===== src/hw/rtl/fthb_pkg.sv =====
// Package for the binary32 to half / bfloat16 narrowing block.
// Holds the operation codes and the format constants shared by the RTL files.
// No dependencies.
package fthb_pkg;

   // Operation codes carried on req_func
   typedef enum logic [2:0] {
      FUNC_RTNE_HALF = 3'd0,
      FUNC_RTNE_BF16 = 3'd1,
      FUNC_RTZ_HALF  = 3'd2,
      FUNC_RTZ_BF16  = 3'd3,
      FUNC_FAST_HALF = 3'd4,
      FUNC_FAST_BF16 = 3'd5
   } func_type;

   localparam int unsigned FUNC_WIDTH   = 3;
   localparam int unsigned SINGLE_WIDTH = 32;
   localparam int unsigned NARROW_WIDTH = 16;

   // Half and bfloat16 format constants
   localparam logic [14:0] HALF_INF     = 15'h7c00;
   localparam logic [14:0] HALF_MAX     = 15'h7bff;
   localparam logic [15:0] HALF_QUIET   = 16'h0200;
   localparam logic [15:0] BF16_QUIET   = 16'h0040;
   localparam logic [31:0] BF16_BIAS    = 32'h0000_7fff;

   // Single exponent thresholds for the half rebias (e16 = e32 - 112)
   localparam logic [7:0] EXP_BIAS_DIFF = 8'd112;  // e16 <= 0 at or below this
   localparam logic [7:0] EXP_HALF_OVF  = 8'd143;  // e16 >= 31 at or above this
   localparam logic [7:0] EXP_HALF_TINY = 8'd102;  // below this flushes to zero
   localparam logic [7:0] EXP_SUB_SHIFT = 8'd126;  // shift = 126 - e32
   localparam logic [7:0] EXP_SPECIAL   = 8'hff;

endpackage


===== src/hw/rtl/fthb_narrow.sv =====
// Combinational narrowing of one binary32 word to half or bfloat16.
// Sits between the input and result registers of the top level.
// Depends on fthb_pkg.
module fthb_narrow (
   input  logic [fthb_pkg::FUNC_WIDTH-1:0]   func,
   input  logic [fthb_pkg::SINGLE_WIDTH-1:0] single_bits,
   output logic [fthb_pkg::NARROW_WIDTH-1:0] narrow_bits
);

   logic        sgn;
   logic [7:0]  e32;
   logic [22:0] mant;
   logic        mant_nz;
   logic        is_special;
   logic        is_ovf;
   logic        is_sub;
   logic        is_tiny;
   logic [7:0]  ex_full;
   logic [4:0]  ex16;
   logic [15:0] sign_word;

   // normal-range half rounding
   logic [15:0] norm_trunc;
   logic        norm_inc;
   logic [15:0] norm_round;

   // subnormal half rounding
   logic [7:0]  sh_full;
   logic [4:0]  sh;
   logic [4:0]  sh_m1;
   logic [23:0] fm;
   logic [23:0] sub_m;
   logic [23:0] fm_low;
   logic [23:0] sticky_mask;
   logic        round_bit;
   logic        sticky;
   logic        sub_inc;
   logic [15:0] sub_trunc;
   logic [15:0] sub_round;

   // bfloat16 rounding
   logic [31:0] bf_sum;
   logic [15:0] bf_round;

   logic [15:0] half_full;
   logic [15:0] half_trunc;
   logic [15:0] half_fast;
   logic [15:0] bf_full;

   // split fields and classify the exponent
   always_comb begin
      sgn        = single_bits[31];
      e32        = single_bits[30:23];
      mant       = single_bits[22:0];
      mant_nz    = (mant != 23'd0);
      is_special = (e32 == fthb_pkg::EXP_SPECIAL);
      is_ovf     = (e32 >= fthb_pkg::EXP_HALF_OVF);
      is_sub     = (e32 <= fthb_pkg::EXP_BIAS_DIFF);
      is_tiny    = (e32 < fthb_pkg::EXP_HALF_TINY);
      ex_full    = e32 - fthb_pkg::EXP_BIAS_DIFF;
      ex16       = ex_full[4:0];
      sign_word  = {sgn, 15'd0};
   end

   // round a normal-range half to nearest even
   always_comb begin
      norm_trunc = {sgn, ex16, mant[22:13]};
      norm_inc   = mant[12] & ((mant[11:0] != 12'd0) | mant[13]);
      norm_round = norm_trunc + {15'd0, norm_inc};
   end

   // denormalize into a half subnormal and round to nearest even
   always_comb begin
      sh_full     = fthb_pkg::EXP_SUB_SHIFT - e32;
      sh          = sh_full[4:0];
      sh_m1       = sh - 5'd1;
      fm          = {1'b1, mant};
      sub_m       = fm >> sh;
      fm_low      = fm >> sh_m1;
      round_bit   = fm_low[0];
      sticky_mask = (24'd1 << sh_m1) - 24'd1;
      sticky      = ((fm & sticky_mask) != 24'd0);
      sub_inc     = round_bit & (sticky | sub_m[0]);
      sub_trunc   = sign_word | {5'd0, sub_m[10:0]};
      sub_round   = sub_trunc + {15'd0, sub_inc};
   end

   // bfloat16 nearest even in a wrapping 32-bit adder
   always_comb begin
      bf_sum   = single_bits + fthb_pkg::BF16_BIAS + {31'd0, single_bits[16]};
      bf_round = bf_sum[31:16];
   end

   // assemble each operation's result
   always_comb begin
      if (is_special) begin
         half_full = sign_word | {1'b0, fthb_pkg::HALF_INF}
                     | (mant_nz ? fthb_pkg::HALF_QUIET : 16'd0);
      end else if (is_ovf) begin
         half_full = sign_word | {1'b0, fthb_pkg::HALF_INF};
      end else if (is_tiny) begin
         half_full = sign_word;
      end else if (is_sub) begin
         half_full = sub_round;
      end else begin
         half_full = norm_round;
      end

      if (is_special) begin
         half_trunc = sign_word | {1'b0, fthb_pkg::HALF_INF}
                      | (mant_nz ? fthb_pkg::HALF_QUIET : 16'd0);
      end else if (is_ovf) begin
         half_trunc = sign_word | {1'b0, fthb_pkg::HALF_MAX};
      end else if (is_tiny) begin
         half_trunc = sign_word;
      end else if (is_sub) begin
         half_trunc = sub_trunc;
      end else begin
         half_trunc = norm_trunc;
      end

      if (is_sub) begin
         half_fast = sign_word;
      end else if (is_ovf) begin
         half_fast = sign_word | {1'b0, fthb_pkg::HALF_INF};
      end else begin
         half_fast = norm_round;
      end

      if (is_special) begin
         bf_full = single_bits[31:16] | (mant_nz ? fthb_pkg::BF16_QUIET : 16'd0);
      end else begin
         bf_full = bf_round;
      end
   end

   // select by operation code
   always_comb begin
      case (fthb_pkg::func_type'(func))
         fthb_pkg::FUNC_RTNE_HALF: narrow_bits = half_full;
         fthb_pkg::FUNC_RTNE_BF16: narrow_bits = bf_full;
         fthb_pkg::FUNC_RTZ_HALF:  narrow_bits = half_trunc;
         fthb_pkg::FUNC_RTZ_BF16:  narrow_bits = single_bits[31:16];
         fthb_pkg::FUNC_FAST_HALF: narrow_bits = half_fast;
         fthb_pkg::FUNC_FAST_BF16: narrow_bits = bf_round;
         default:                  narrow_bits = 16'd0;
      endcase
   end

endmodule


===== src/hw/rtl/float32_to_half_bfloat_narrowing.sv =====
// Top level of the binary32 to half / bfloat16 narrowing block.
// Registers the request word, narrows it in fthb_narrow, registers the result.
// Depends on fthb_pkg and fthb_narrow.
//
// Usage:
//   Request channel: drive req_func and req_single_bits and raise start. A word
//   is taken at every rising edge where start is high and busy is low. busy is
//   held low, so a new word may be issued in every cycle.
//   Result channel: rsp_strobe is high for exactly one cycle per word, with
//   rsp_narrow_bits valid in that cycle. Results leave in request order.
//   Each word passes the input register, then the result register.
//   Throughput: one word per cycle, set by the single conversion stage
//   between the two registers.
//   Reset: synchronous, active high; drops any word in flight and clears
//   the strobe. The data registers are not reset.
//   The receiver cannot stall; each result must be taken in its strobe cycle.
module float32_to_half_bfloat_narrowing (
   input  logic                                clock,
   input  logic                                reset,
   input  logic                                start,
   output logic                                busy,
   input  logic [fthb_pkg::FUNC_WIDTH-1:0]     req_func,
   input  logic [fthb_pkg::SINGLE_WIDTH-1:0]   req_single_bits,
   output logic                                rsp_strobe,
   output logic [fthb_pkg::NARROW_WIDTH-1:0]   rsp_narrow_bits
);

   logic                                stage_valid_ff;
   logic                                stage_valid_in;
   logic [fthb_pkg::FUNC_WIDTH-1:0]     stage_func_ff;
   logic [fthb_pkg::SINGLE_WIDTH-1:0]   stage_bits_ff;
   logic                                rsp_valid_ff;
   logic [fthb_pkg::NARROW_WIDTH-1:0]   rsp_bits_ff;
   logic [fthb_pkg::NARROW_WIDTH-1:0]   rsp_bits_in;

   // never back-pressure the sender
   assign busy           = 1'b0;
   assign stage_valid_in = start & ~busy;

   // capture the request word
   always_ff @(posedge clock) begin
      if (reset) begin
         stage_valid_ff <= 1'b0;
      end else begin
         stage_valid_ff <= stage_valid_in;
      end
      if (stage_valid_in) begin
         stage_func_ff <= req_func;
         stage_bits_ff <= req_single_bits;
      end
   end

   // narrow the held word
   fthb_narrow u_narrow (
      .func        (stage_func_ff),
      .single_bits (stage_bits_ff),
      .narrow_bits (rsp_bits_in)
   );

   // advance into the result register
   always_ff @(posedge clock) begin
      if (reset) begin
         rsp_valid_ff <= 1'b0;
      end else begin
         rsp_valid_ff <= stage_valid_ff;
      end
      if (stage_valid_ff) begin
         rsp_bits_ff <= rsp_bits_in;
      end
   end

   assign rsp_strobe      = rsp_valid_ff;
   assign rsp_narrow_bits = rsp_bits_ff;

   // an accepted word shows up after the input and result registers
   a_latency: assert property (@(posedge clock) disable iff (reset)
      (start && !busy) |=> ##1 rsp_strobe)
      else $error("accepted word did not produce a result");

   // no result without a matching earlier request
   a_no_spurious: assert property (@(posedge clock) disable iff (reset)
      rsp_strobe |-> $past(start, 2))
      else $error("result without request");

   // unused codes give a zero word
   a_unused_zero: assert property (@(posedge clock) disable iff (reset)
      (rsp_strobe && ($past(req_func, 2) > fthb_pkg::FUNC_FAST_BF16))
      |-> (rsp_narrow_bits == 16'd0))
      else $error("unused code gave a nonzero word");

   // bfloat16 truncation returns the upper half unchanged
   a_rtz_bf16: assert property (@(posedge clock) disable iff (reset)
      (rsp_strobe && $past(req_func, 2) == fthb_pkg::FUNC_RTZ_BF16)
      |-> (rsp_narrow_bits == $past(req_single_bits[31:16], 2)))
      else $error("bfloat16 truncation mismatch");

endmodule

===== config.mk =====
export PLATFORM = sky130hd
export DESIGN_NAME = float32_to_half_bfloat_narrowing
export DESIGN_NICKNAME = d
export VERILOG_FILES = /design/src/hw/rtl/fthb_pkg.sv /design/src/hw/rtl/fthb_narrow.sv /design/src/hw/rtl/float32_to_half_bfloat_narrowing.sv
export SDC_FILE = /design/constraint.sdc
export NUM_CORES = 1
export LEC_CHECK = 0
export BUFFER_PORTS_ARGS = -buffer_cell sky130_fd_sc_hd__clkbuf_2
export CORE_MARGIN = 4
export CORE_UTILIZATION = 45
export CTS_CLUSTER_DIAMETER = 80
export CTS_CLUSTER_SIZE = 24
export DETAILED_ROUTE_END_ITERATION = 10
export GPL_ROUTABILITY_DRIVEN = 0
export SYNTH_ARGS = -nofsm -noshare
export SYNTH_HDL_FRONTEND = slang
export SYNTH_SLANG_ARGS = --single-unit

===== constraint.sdc =====
create_clock -name clock -period 13.3 [get_ports clock]
set_clock_uncertainty 0.1 [all_clocks]
set_input_delay 2.66 -clock clock [delete_from_list [all_inputs] [get_ports clock]]
set_output_delay 2.66 -clock clock [all_outputs]
set_load 0.005 [all_outputs]

== Word level (Yosys, flattened, before mapping) ==
Index checks and enable logic that the tools add are counted.

* Bits in registers: 53
* Latch bits: 0
* Memory bits (writable): 0
* ROM bits: 0
* Input port bits: 38
* Output and inout port bits: 18
* Word-level logic and storage cells: 51
* Memories kept: 0

* $add $sub $neg: 8
* $mul: 0
* Divide/modulo/power cells: 0
* Order comparisons: 3
* Eq/ne operators: 6
* Shifts and indexed selects: 3
* Multiplexer cells: 14
* Bitwise gates (word level): 8
* Reductions and logical operators: 4

{| class="wikitable"
|+ Operators by type and width
! operator !! number
|-
| 16-bit 2-to-1 mux || 11
|-
| 16-bit case mux with 6 select lines || 1
|-
| 16-bit by 1-bit adder with 16-bit output || 2
|-
| 32-bit by 1-bit adder with 32-bit output || 1
|-
| 32-bit by 15-bit adder with 32-bit output, second input constant || 1
|-
| 24-bit AND || 1
|-
| 24-bit nonzero test || 1
|-
| 1-bit by 5-bit << shifter with 24-bit output, first input constant || 1
|-
| 24-bit by 5-bit >> shifter with 1-bit output || 1
|-
| 24-bit by 5-bit >> shifter with 11-bit output || 1
|-
| 24-bit by 1-bit subtractor with 24-bit output, second input constant || 1
|-
| 23-bit nonzero test || 1
|-
| 16-bit by 11-bit OR with 16-bit output || 1
|-
| 16-bit OR || 1
|-
| 16-bit by 7-bit OR with 16-bit output || 1
|-
| 12-bit nonzero test || 1
|-
| 10-bit 2-to-1 mux || 1
|-
| 8-bit equality test, second input constant || 1
|-
| 8-bit >= comparator, second input constant || 1
|-
| 8-bit by 7-bit <= comparator with 1-bit output, second input constant || 1
|-
| 8-bit by 7-bit < comparator with 1-bit output, second input constant || 1
|-
| 7-bit 2-to-1 mux || 1
|-
| 3-bit by 2-bit equality test with 1-bit output, second input constant || 2
|-
| 3-bit equality test, second input constant || 2
|-
| 7 further kinds || 9
|}

== Logic depth before layout (Yosys ltp) ==
Gate-level depths: netlist of the first run.

* Depth in word-level cells: 14
* Depth in mapped cells: 22

== Hierarchy ==
A second synthesis of the first run with hierarchy kept.

* Cell total of the unflattened synthesis: 733
* Area, all modules: 6,140.9 µm²

{| class="wikitable"
|+ Modules (own cells, without submodules)
! module !! times used !! cells an instance !! area an instance (µm²) !! sequential area each (µm²)
|-
| fthb_narrow || 1 || 676 || 4,545.6 || 0.0
|-
| float32_to_half_bfloat_narrowing || 1 || 57 || 1,595.3 || 1,571.5
|}

== Worst setup path before layout of the first run ==
No wires, ideal clock.

* Path type: reg-to-reg
* Start: reg stage_bits_ff[23] in the netlist's numbering
* End: reg rsp_bits_ff (netlist bit rsp_narrow_bits[0]), data pin
* Arrival time: 4.355 ns
* Data required time: 12.939 ns
* Setup slack: 8.584 ns
* Stages on the path, launching flop included: 22
* Path buffers: 6
* Period minus slack after synthesis: 4.716 ns
* Cell sequence: edfxtp_1 > buf_4 > buf_2 > inv_2 > buf_2 > ha_1 > buf_6 > buf_8 > and4bb_2 > o31ai_2 > nand2_2 > nor3_2 > nand3_1 > ha_1 > clkbuf_1 > nand2_1 > nor2_1 > a21oi_1 > o32ai_1 > a2111o_1 > nor4_1 > o31ai_1

* Cells in the longest elaborated chain, start to end: 14
* Elaborated cells on any way between the ends: 28
* Those cells by class: add/sub (4); order compare (3); eq/ne (1); shift (3); mux (12); bitwise (4); reduce/logical (1)

{| class="wikitable"
|+ Ends and longest elaborated chain
! item !! line !! source
|-
| start: declaration || float32_to_half_bfloat_narrowing.sv:31 || <nowiki>logic [fthb_pkg::SINGLE_WIDTH-1:0] stage_bits_ff;</nowiki>
|-
| start signal: assignment || float32_to_half_bfloat_narrowing.sv:49 || <nowiki>stage_bits_ff <= req_single_bits;</nowiki>
|-
| 5-bit subtractor || fthb_narrow.sv:74 || <nowiki>sh_full = fthb_pkg::EXP_SUB_SHIFT - e32;</nowiki>
|-
| 5-bit by 1-bit subtractor with 5-bit output || fthb_narrow.sv:76 || <nowiki>sh_m1 = sh - 5'd1;</nowiki>
|-
| 1-bit by 5-bit << shifter with 24-bit output || fthb_narrow.sv:81 || <nowiki>sticky_mask = (24'd1 << sh_m1) - 24'd1;</nowiki>
|-
| 24-bit by 1-bit subtractor with 24-bit output || fthb_narrow.sv:81 ||
|-
| 24-bit AND || fthb_narrow.sv:82 || <nowiki>sticky = ((fm & sticky_mask) != 24'd0);</nowiki>
|-
| 24-bit nonzero test || fthb_narrow.sv:82 ||
|-
| 1-bit OR || fthb_narrow.sv:83 || <nowiki>sub_inc = round_bit & (sticky | sub_m[0]);</nowiki>
|-
| 1-bit AND || fthb_narrow.sv:83 ||
|-
| 16-bit by 1-bit adder with 16-bit output || fthb_narrow.sv:85 || <nowiki>sub_round = sub_trunc + {15'd0, sub_inc};</nowiki>
|-
| 16-bit 2-to-1 mux || fthb_narrow.sv:103 || <nowiki>end else if (is_sub) begin</nowiki>
|-
| 16-bit 2-to-1 mux || fthb_narrow.sv:101 || <nowiki>end else if (is_tiny) begin</nowiki>
|-
| 16-bit 2-to-1 mux || fthb_narrow.sv:99 || <nowiki>end else if (is_ovf) begin</nowiki>
|-
| 16-bit 2-to-1 mux || fthb_narrow.sv:96 || <nowiki>if (is_special) begin</nowiki>
|-
| 16-bit case mux with 6 select lines (*) || fthb_narrow.sv:139 || <nowiki>case (fthb_pkg::func_type'(func))</nowiki>
|-
| named net rsp_bits_in (one bit) || float32_to_half_bfloat_narrowing.sv:34 || <nowiki>logic [fthb_pkg::NARROW_WIDTH-1:0] rsp_bits_in;</nowiki>
|-
| end signal: assignment || float32_to_half_bfloat_narrowing.sv:68 || <nowiki>rsp_bits_ff <= rsp_bits_in;</nowiki>
|-
| end: declaration || float32_to_half_bfloat_narrowing.sv:33 || <nowiki>logic [fthb_pkg::NARROW_WIDTH-1:0] rsp_bits_ff;</nowiki>
|}

Mark *: on every way through the listed nets, which the timed path passes. The rest lies on a longest branch.
A chain may end at the register's enable or synchronous reset.

== Final worst setup path of the first run ==
Same ends and word-level chain as after synthesis.

==> summary.md, run 1 <==
| Metric | Value |
|---|---|
| Core ar. | `roughly 13000 um^2` |
| Max Clk Rate | `0.1852 GHz` |
| Setup crit start kind | `register` |
| Total number of vias | `roughly 6000` |
| Pwr Density | `just over 100 nW/um^2` |
| Post-synth top area cell | `edfxtp_1` |
| CP Max Fanout | `41` |
| Sink Count | `between 50 and 60` |
| Crit. End Element | `register` |
| Global-route met1 utilization | `0.3464` |
| Compound-Gate Fraction of Synth Area | `0.2326` |
| Iter 0 DRT Violations | `968` |
| Met3 usage | `0.05746` |
| Synth warn | `0` |
| Synth Area in Simple Gates | `0.2260` |
| Commonest cells after routing, fill and taps aside | `nand2_1 (62), nor2_1 (60), o21ai_0 (56)` |
| Longest Clk Path Bufs | `2` |
| Overall Power | `approximately 660 uW` |
| N_diodes | `0` |
| First-pass GRT wire length | `30990 um` |
| Leak pwr | `between 0.002 and 0.0025 uW` |
| Synthesized area | `6101 um^2` |
| H-tree Lvls | `2` |
| Area contributors post-synth | `edfxtp_1 (25%), o21ai_0 (4.6%), mux4_1 (3.9%)` |
| WP data required | `13.26 ns` |
| Final Setup Violations | `0` |
| Setup TNS | `0 ns` |
| Largest net degree at the start of global routing | `42` |
| Worst-Margin Slew | `1.021 ns` |
| Yosys reg bits | `53` |
| DR pass1 iterations | `6` |
| Post-synth top area share | `0.2510` |
| WL final | `roughly 20000 um` |
| Reg clk slew, reported paths | `~0.070 ns` |
| Max Cap Viol | `0` |
| TritonCTS clock tree | `done` |
| Final Hold Fails | `0` |
| Antenna-violating nets left | `0` |
| Layout net count | `751` |
| Seq/Total Area, Yosys | `0.2576` |
| I/O pin total | `56` |
| Vias per inst | `about 6.8` |
| Met2 Usage GRT | `0.3734` |
| Post-synthesis mux area share | `0.1362` |
| Min-Delay Path Class | `reg -> reg` |
| Final core area utilization | `0.4875` |
| Number of flops mapped to enable cells by yosys | `51` |
| Max stage delay on crit path | `0.52 ns` |
| Peak supply drop | `0.00008162 V` |
| HPWL Detailed | `14000 um` |
| Std cell rows | `between 40 and 50` |
| Gr busiest metal | `met2` |
| Net Count, Synth | `749` |
| GRT Total Usage | `0.2472` |
| Post-Synth XOR/XNOR Area | `0.06460` |
| Crit-path cells | `buf_4 > inv_2 > ha_1 > buf_4 > and4bb_2 > or4_4 > nand2_2 > nor3_2 > nand3_1 > ha_1 > nand2_1 > nor2_1 > a21oi_1 > o32ai_1 > a2111o_1 > nor4_1 > o31ai_1` |
| Tmin final | `5.399 ns` |
| Clock Latency Late Sink | `~0.31 ns` |
| Initial antenna violation count | `0` |
| Postcts setup bufs | `0` |
| Fin. max-slew vios | `0` |
| Synth Area in Adders | `0.01846` |
| PostCTS Resize Cnt | `0` |
| DRC violations left | `0` |
| Layout cells sized above 1 | `0.1787` |
| Cts bufs inserted | `5` |
| Setup CP Type | `reg -> reg` |
| Initial core utilization | `0.4607` |
| Per-cell routed wire length | `22.55 um` |
| Main combinational cell family by area after synthesis | `compound AO/OA/AOI/OAI gates` |
| Ys async rst share | `0` |
| Period utilization | `0.4060` |
| Vias in the first global route | `approximately 5600` |
| Chip Height | `124.4 um` |
| Distinct cells, synth | `93` |
| Mapped Cells | `702` |
| Commonest non-fill, non-tap cell in the layout | `nand2_1` |
| Cts hold-fix bufs | `0` |
| CP max stage cell | `nor3_2` |
| Crit path DAT | `between 5 and 6 ns` |
| Chip Width | `around 120 um` |
| WHS | `0.6985 ns` |
| Status | `completed` |
| Worst rel slew slack | `0.3015` |
| RSZ-0062 raised after global routing | `no` |
| GR Overflow Total | `0` |
| P&R area growth vs syn | `5.824%` |
| Port bufs | `54` |
| Primary FF master, synth | `edfxtp_1` |
| CTS root buf | `clkbuf_16` |
| Die area | `15480 um^2` |
| Synth Area per Inst | `8.691 um^2` |
==> cell families (layout without fill, tap and decap cells) <==
| logic type | count (synthesis) | after routing |
|---|---|---|
| AND/OR/NAND/NOR | 266 | 266 |
| AO/OA/AOI/OAI | 202 | 202 |
| buffers and inverters | 79 | 82 |
| multiplexers | 55 | 55 |
| flip-flops | 53 | 53 |
| XOR/XNOR | 37 | 37 |
| adder cells (fa/ha/maj) | 9 | 9 |
| other | 1 | 1 |
==> area by class of cell <==
class                           instances  area, um^2
Fill cell                            1272        6787
Multi-Input combinational cell        570        4146
Sequential cell                        53        1572
Timing Repair Buffer                   61       322.8
Tap cell                              176       220.2
Clock buffer                            5       125.1
Inverter                               13       48.80
Clock inverter                          3       21.27
==> sequential cells by signal (all words and copies together) (netlist names) <==
register / flops
stage_valid_ff: 1
rsp_narrow_bits: 16
stage_bits_ff: 32
rsp_strobe: 1
stage_func_ff: 3
==> power breakdown <==
part | switching [uW] | total [uW] | internal [uW]
Combinational | 172 | 291 | 120
Sequential | 34.9 | 236 | 201
Clock | 62.4 | 133 | 70.2
==> synthesized netlist by cell type (4+ instances only) <==
cell	n
xnor2_2	5
and2_1	8
nor2b_1	8
mux4_1	9
a21oi_1	34
buf_4	8
nand2b_1	8
nand3b_1	5
nor2_1	60
nand3_1	36
nand4_1	6
xor2_1	7
inv_1	12
o31ai_1	12
clkbuf_1	37
o22ai_1	4
buf_6	5
mux2_2	17
o211ai_1	6
mux4_2	9
nand2_1	62
a222oi_1	4
o221ai_1	5
a211oi_1	11
edfxtp_1	51
and3_1	10
nor3_1	23
mux2i_1	20
a31oi_1	8
or3_1	6
a2111oi_0	4
buf_2	12
xnor2_1	23
ha_1	9
o21ai_0	56
nor4_1	9
==> worst max-delay path: cells and delay by family, from the launching register on <==
family / cells / cell delay (ns)
DFF: 1 / 0.33
and+or+nand+nor: 8 / 1.98
buffers and inverters: 3 / 1.03
adders and majority gates: 2 / 0.73
AOI/OAI and AO/OA: 4 / 0.94
==> per-layer routing <==
layer | vias to the layer above | routed length (um) | part of all wire
met3 | 78 | 2338 | 0.12
met5 | - | 0 | 0
li1 | 2703 | - | -
met1 | 2771 | 8129 | 0.41
met4 | 0 | 709 | 0.036
met2 | 424 | 8691 | 0.44
==> path summary, 6_finish.rpt <==
check / from / to / slack [ns] / cells past startpoint
setup / recovery: stage_bits_ff[23] / rsp_narrow_bits[0] / 7.90 / 17
hold / removal: stage_bits_ff[31] / rsp_narrow_bits[15] / 0.70 / 2
setup reg to reg: stage_bits_ff[23] / rsp_narrow_bits[0] / 7.90 / 17
hold reg to reg: stage_bits_ff[31] / rsp_narrow_bits[15] / 0.70 / 2
==> through the flow <==
step	cells	worst slack, ns	cell area, um^2
floorplan	702	8.584	6101
global placement	873	8.251	6310
detailed placement	873	7.990	6310
CTS	881	7.999	6456
global route	881	7.530	6456
finish	881	7.901	6456
(Power assumes the default switching activity.)
==> inputs of run 2 (changes only) <==
- clock period: 13.3 -> 5.55 ns (I/O delays scaled with it)
==> run 2 against run 1 <==
Effect of this change: sequential share of layout area fell by 0.15 points; utilization is 0.31 points higher; die area is the same; final cell count is 0.23% higher; worst setup slack worse by 7.5 ns; sequential power rose by 140%; combinational power is 140% higher; maximum frequency increased by 5.1%; final area grew 0.64%; highest routed layer unchanged.
==> summary.md, run 2 (same netlist as run 1, synthesis figures left out) <==
| Metric | Value |
|---|---|
| Status | `completed` |
| Cts bufs inserted | `5` |
| First-pass GRT wire length | `31600 um` |
| R2r worst-path depth | `15` |
| RSZ-0062 raised after global routing | `no` |
| N_diodes | `0` |
| Min-Delay Path Class | `reg -> reg` |
| Setup crit start kind | `register` |
| Cts hold-fix bufs | `0` |
| DR pass1 iterations | `7` |
| Crit path DAT | `slightly above 5 ns` |
| HPWL Detailed | `between 10000 and 15000 um` |
| Hold Path End | `rsp_narrow_bits[15]` |
| Max reg flops | `32` |
| Tmin final | `5.135 ns` |
| Final Setup Violations | `0` |
| Longest Clk Path Bufs | `2` |
| Setup TNS | `0 ns` |
| Largest net degree at the start of global routing | `40` |
| Initial antenna violation count | `0` |
| Die area | `approximately 15000 um^2` |
| Pwr Density | `252.9 nW/um^2` |
| Leak pwr | `0.002280 uW` |
| Crit-path cells | `inv_2 > ha_1 > nand2_1 > nor4b_2 > a211oi_2 > nor3_2 > nand3_1 > ha_1 > nand2_1 > nor2_1 > a21oi_1 > o32ai_1 > a2111o_1 > nor4_1 > o31ai_1` |
| Crit. End Element | `register` |
| WL final | `~20000 um` |
| GRT Total Usage | `0.2515` |
| Worst rel slew slack | `0.2438` |
| Chip Height | `124.4 um` |
| CP max stage cell | `edfxtp_1` |
| Postcts setup bufs | `0` |
| Clock Latency Late Sink | `0.31 ns` |
| Setup CP Type | `reg -> reg` |
| Core ar. | `13240 um^2` |
| Iter 0 DRT Violations | `between 1000 and 1500` |
| Vias per inst | `6.954` |
| P&R area growth vs syn | `6.501%` |
| H-tree Lvls | `2` |
| Hold Startpoint | `stage_bits_ff[31]` |
| Max Cap Viol | `0` |
| Cell Area, Placed | `6325 um^2` |
| Port bufs | `54` |
| Commonest cells after routing, fill and taps aside | `nand2_1 (62), nor2_1 (60), o21ai_0 (56)` |
| Max stage delay on crit path | `0.63 ns` |
| I/O pin total | `56` |
| Per-cell routed wire length | `23.09 um` |
| PostCTS Resize Cnt | `0` |
| Std cell rows | `42` |
| CP Max Fanout | `20` |
| DRC violations left | `0` |
| Vias in the first global route | `5562` |
| Design area | `6497 um^2` |
| Reg2reg start | `stage_bits_ff[23]` |
| Total number of vias | `6140` |
| Fillers | `approximately 1300` |
| Fin. max-slew vios | `0` |
| Worst-Margin Slew | `roughly 1.1 ns` |
| Layout cells sized above 1 | `0.1825` |
| Peak supply drop | `0.0001754 V` |
| Antenna-violating nets left | `0` |
| Period utilization | `0.9252` |
| GR Overflow Total | `0` |
| Flop-to-flop setup slack | `0.41 ns` |
| Min-Delay Path Depth | `2` |
| Final Hold Fails | `0` |
| Max Clk Rate | `roughly 0.19 GHz` |
| Top reg by flops | `stage_bits_ff` |
| Initial core utilization | `0.4607` |
| TritonCTS clock tree | `done` |
| Reg clk slew, reported paths | `0.08 ns` |
| WP data required | `about 5.5 ns` |
| Commonest non-fill, non-tap cell in the layout | `nand2_1` |
| RR Endpoint | `rsp_narrow_bits[0]` |
| CTS root buf | `clkbuf_16` |
| Layout net count | `753` |
| Chip Width | `124.4 um` |
| Sink Count | `53` |
[run 2: cell count changes in the layout (fill, tap and decap cells not counted), sizes merged]
cell and change:
clkinv -2, inv +1, bufinv +1, buf +2
[run 2: worst max-delay path by stage]
stage / start / to / slack (ns) / cells after the start
2_1_floorplan: stage_bits_ff[23] / rsp_narrow_bits[0] / 0.83 / 21
3_3_place_gp: stage_bits_ff[23] / rsp_narrow_bits[0] / 0.94 / 15
3_5_place_dp: stage_bits_ff[23] / rsp_narrow_bits[0] / 0.61 / 15
4_1_cts: stage_bits_ff[23] / rsp_narrow_bits[0] / 0.59 / 15
5_1_grt: stage_bits_ff[23] / rsp_narrow_bits[0] / 0.22 / 15
6_report: stage_bits_ff[23] / rsp_narrow_bits[0] / 0.41 / 15
[run 2: power by group]
| group | switching, uW | internal, uW |
|---|---|---|
| sequential | 90.3 | 481 |
| clock | 156 | 216 |
| combinational | 409 | 290 |
[run 2: critical path, delay by kind of cell (launching register included)]
family	cells	cell delay, ns
buffers and inverters	1	0.42
AO/OA/AOI/OAI	5	1.08
flip-flops	1	0.63
AND/OR/NAND/NOR	7	1.95
adder cells (fa/ha/maj)	2	0.71
[run 2: metrics by stage]
stage | hold WS, ns | total power [uW] | std cells | util | setup slack [ns]
after detailed placement | 0.7188 | 1247 | 875 | 0.4776 | 0.6067
after CTS | 0.7306 | 1625 | 883 | 0.4906 | 0.5888
after global placement | 0.6819 | 1240 | 875 | 0.4776 | 0.9401
after floorplan | 0.5897 | 1072 | 702 | - | 0.8340
final | 0.7349 | 1643 | 883 | 0.4906 | 0.4150
after global routing | 0.7627 | 1721 | 883 | 0.4906 | 0.2207
[run 2: layout make-up]
| type | count | area [um^2] | share of cell area |
|---|---|---|---|
| clock buffers | 5 | 125.1 | 0.01926 |
| clock inverters | 3 | 47.55 | 0.007318 |
| inverters | 13 | 48.80 | 0.007510 |
| multi-input cells | 570 | 4146 | 0.6382 |
| flip-flops and latches | 53 | 1572 | 0.2419 |
| well taps | 176 | 220.2 | 0.03389 |
| repair buffers | 63 | 337.8 | 0.05199 |
[run 2: per-layer routing]
layer,wire length (um),vias up,track usage
met3,2568,61,0.05446
met5,0,-,0
met4,602,0,0.07544
met2,8899,498,0.3709
met1,8316,2870,0.3686
li1,-,2711,-
==> inputs of run 3 (changes only) <==
--- a/config.mk
+++ b/config.mk
@@ -13,4 +13,5 @@
 export DETAILED_ROUTE_END_ITERATION = 10
 export GPL_ROUTABILITY_DRIVEN = 0
+export PLACE_DENSITY = 0.61
 export SYNTH_ARGS = -nofsm -noshare
 export SYNTH_HDL_FRONTEND = slang
--- a/constraint.sdc
+++ b/constraint.sdc
@@ -3,3 +3,3 @@
 set_input_delay 1.11 -clock clock [delete_from_list [all_inputs] [get_ports clock]]
 set_output_delay 1.11 -clock clock [all_outputs]
-set_load 0.005 [all_outputs]
+set_load 0.02 [all_outputs]
==> run 3 against run 2 <==
Effect of this change: worst setup slack gained 0.046 ns; via count shrank 0.96%; sequential share of layout area grew 0.14 points; wire length shrank 3.0%; global-route usage shrank 0.19 points; combinational power grew 2%; critical path type unchanged; largest cell class unchanged; largest power group unchanged.
==> summary.md, run 3 (same netlist as run 1, synthesis figures left out) <==
| Metric | Value |
|---|---|
| Status | `completed` |
| Commonest cells after routing, fill and taps aside | `nand2_1 (62), nor2_1 (60), o21ai_0 (56)` |
| Cts hold-fix bufs | `0` |
| Core ar. | `13240 um^2` |
| Fin. max-slew vios | `0` |
| Final Setup Violations | `0` |
| Top reg by flops | `stage_bits_ff` |
| Worst rel slew slack | `0.2336` |
| Longest Clk Path Bufs | `2` |
| Initial antenna violation count | `0` |
| Setup crit start kind | `register` |
| Layout net count | `roughly 750` |
| Per-cell routed wire length | `22.43 um` |
| Setup TNS | `0 ns` |
| H-tree Lvls | `2` |
| Worst-Margin Slew | `~1.1 ns` |
| Layout cells sized above 1 | `0.1799` |
| Crit path DAT | `between 5 and 6 ns` |
| CP most frequent cell | `ha_1` |
| PostCTS Resize Cnt | `0` |
| Largest net degree at the start of global routing | `40` |
| P&R area growth vs syn | `5.907%` |
| WHS | `0.6801 ns` |
| Pwr Density | `between 200 and 250 nW/um^2` |
| I/O pin total | `56` |
| Initial core utilization | `0.4607` |
| CP Max Fanout | `20` |
| Reg clk slew, reported paths | `~0.080 ns` |
| Chip Height | `124.4 um` |
| Peak supply drop | `roughly 0.00017 V` |
| N_diodes | `0` |
| CP max stage cell | `edfxtp_1` |
| Total number of vias | `6081` |
| GR Overflow Total | `0` |
| Commonest non-fill, non-tap cell in the layout | `nand2_1` |
| DR pass1 iterations | `8` |
| CP delay by family, top | `simple AND/OR/NAND/NOR gates` |
| Vias per inst | `6.895` |
| TritonCTS clock tree | `done` |
| Iter 0 DRT Violations | `990` |
| Dpl ws | `approximately 0.6 ns` |
| WP buf/inv | `1` |
| Crit-path cells | `inv_2 > ha_1 > and4bb_2 > o31ai_2 > nand2_2 > nor3_2 > nand3_1 > ha_1 > nand2_1 > nor2_1 > a21oi_1 > o32ai_1 > a2111o_1 > nor4_1 > o31ai_1` |
| Setup ws final | `0.4611 ns` |
| Postcts setup bufs | `0` |
| Max stage delay on crit path | `0.58 ns` |
| Clock Latency Late Sink | `0.32 ns` |
| Period utilization | `0.9169` |
| Vias in the first global route | `5628` |
| Std cell rows | `between 40 and 50` |
| HPWL Detailed | `about 14000 um` |
| DRC violations left | `0` |
| Placed cell count | `874` |
| First-pass GRT wire length | `31680 um` |
| Antenna-violating nets left | `0` |
| Sink Count | `53` |
| Min-Delay Path Class | `reg -> reg` |
| Crit. End Element | `register` |
| WP data required | `5.51 ns` |
| Max Clk Rate | `0.1965 GHz` |
| Tmin final | `5.089 ns` |
| WL final | `between 15000 and 20000 um` |
| CTS root buf | `clkbuf_16` |
| Non-filler cells, final | `882` |
| RSZ-0062 raised after global routing | `no` |
| Final Hold Fails | `0` |
| Max reg flops | `32` |
| Chip Width | `about 120 um` |
| Setup CP Type | `reg -> reg` |
| Port bufs | `54` |
| Leak pwr | `0.002253 uW` |
| Die area | `about 15000 um^2` |
| GRT Total Usage | `0.2496` |
| Max Cap Viol | `0` |
| Cts bufs inserted | `5` |
==> run 3: cell count changes in the layout (fill, tap and decap cells not counted), sizes merged <==
cell	before	now
inv	15	13
clkinvlp	0	2
buf	9	8
clkbuf	59	60
bufinv	1	0
==> run 3: layer usage <==
layer	track usage	wire length, um	vias to the layer above
met3	0.04674	2120	68
li1	-	-	2711
met2	0.3728	8629	398
met5	0	0	-
met1	0.3643	8438	2904
met4	0.07930	592	0
==> run 3: worst register-to-register path, cell delays in order, from the launching register on <==
cell and delay (ns):
edfxtp_1 0.58, inv_2 0.39, ha_1 0.33, and4bb_2 0.27, o31ai_2 0.26, nand2_2 0.25, nor3_2 0.55, nand3_1 0.20
ha_1 0.37, nand2_1 0.12, nor2_1 0.05, a21oi_1 0.23, o32ai_1 0.17, a2111o_1 0.43, nor4_1 0.42, o31ai_1 0.11
==> run 3: power breakdown <==
part / internal, uW / leakage (uW) / switching (uW) / total (uW)
sequential: 481 / 0.000501 / 85.8 / 567
combinational: 289 / 0.00169 / 422 / 711
clock: 168 / 0.0000631 / 153 / 320
total: 938 / 0.00225 / 661 / 1600
==> run 3: worst paths after layout <==
path,cells after the start,from,slack (ns),endpoint
hold / removal,2,stage_bits_ff[31],0.68,rsp_narrow_bits[15]
setup / recovery,15,stage_bits_ff[23],0.46,rsp_narrow_bits[0]
setup reg to reg,15,stage_bits_ff[23],0.46,rsp_narrow_bits[0]
hold reg to reg,2,stage_bits_ff[31],0.68,rsp_narrow_bits[15]
==> run 3: through the flow <==
step | util | cell area [um^2] | total power, uW
after floorplan | - | 6101 | 1087
final | 0.4879 | 6461 | 1598
after global routing | 0.4879 | 6461 | 1679
after global placement | 0.4770 | 6317 | 1249
after CTS | 0.4879 | 6461 | 1582
after detailed placement | 0.4770 | 6317 | 1259
==> run 3: cell type report <==
| class | count | area (um^2) |
|---|---|---|
| timing repair buffer | 62 | 330.3 |
| multi-input combinational | 570 | 4146 |
| clock inverter | 2 | 15.01 |
| inverter | 13 | 48.80 |
| clock buffer | 6 | 128.9 |
| fill | 1288 | 6782 |
| tap | 176 | 220.2 |
| sequential | 53 | 1572 |
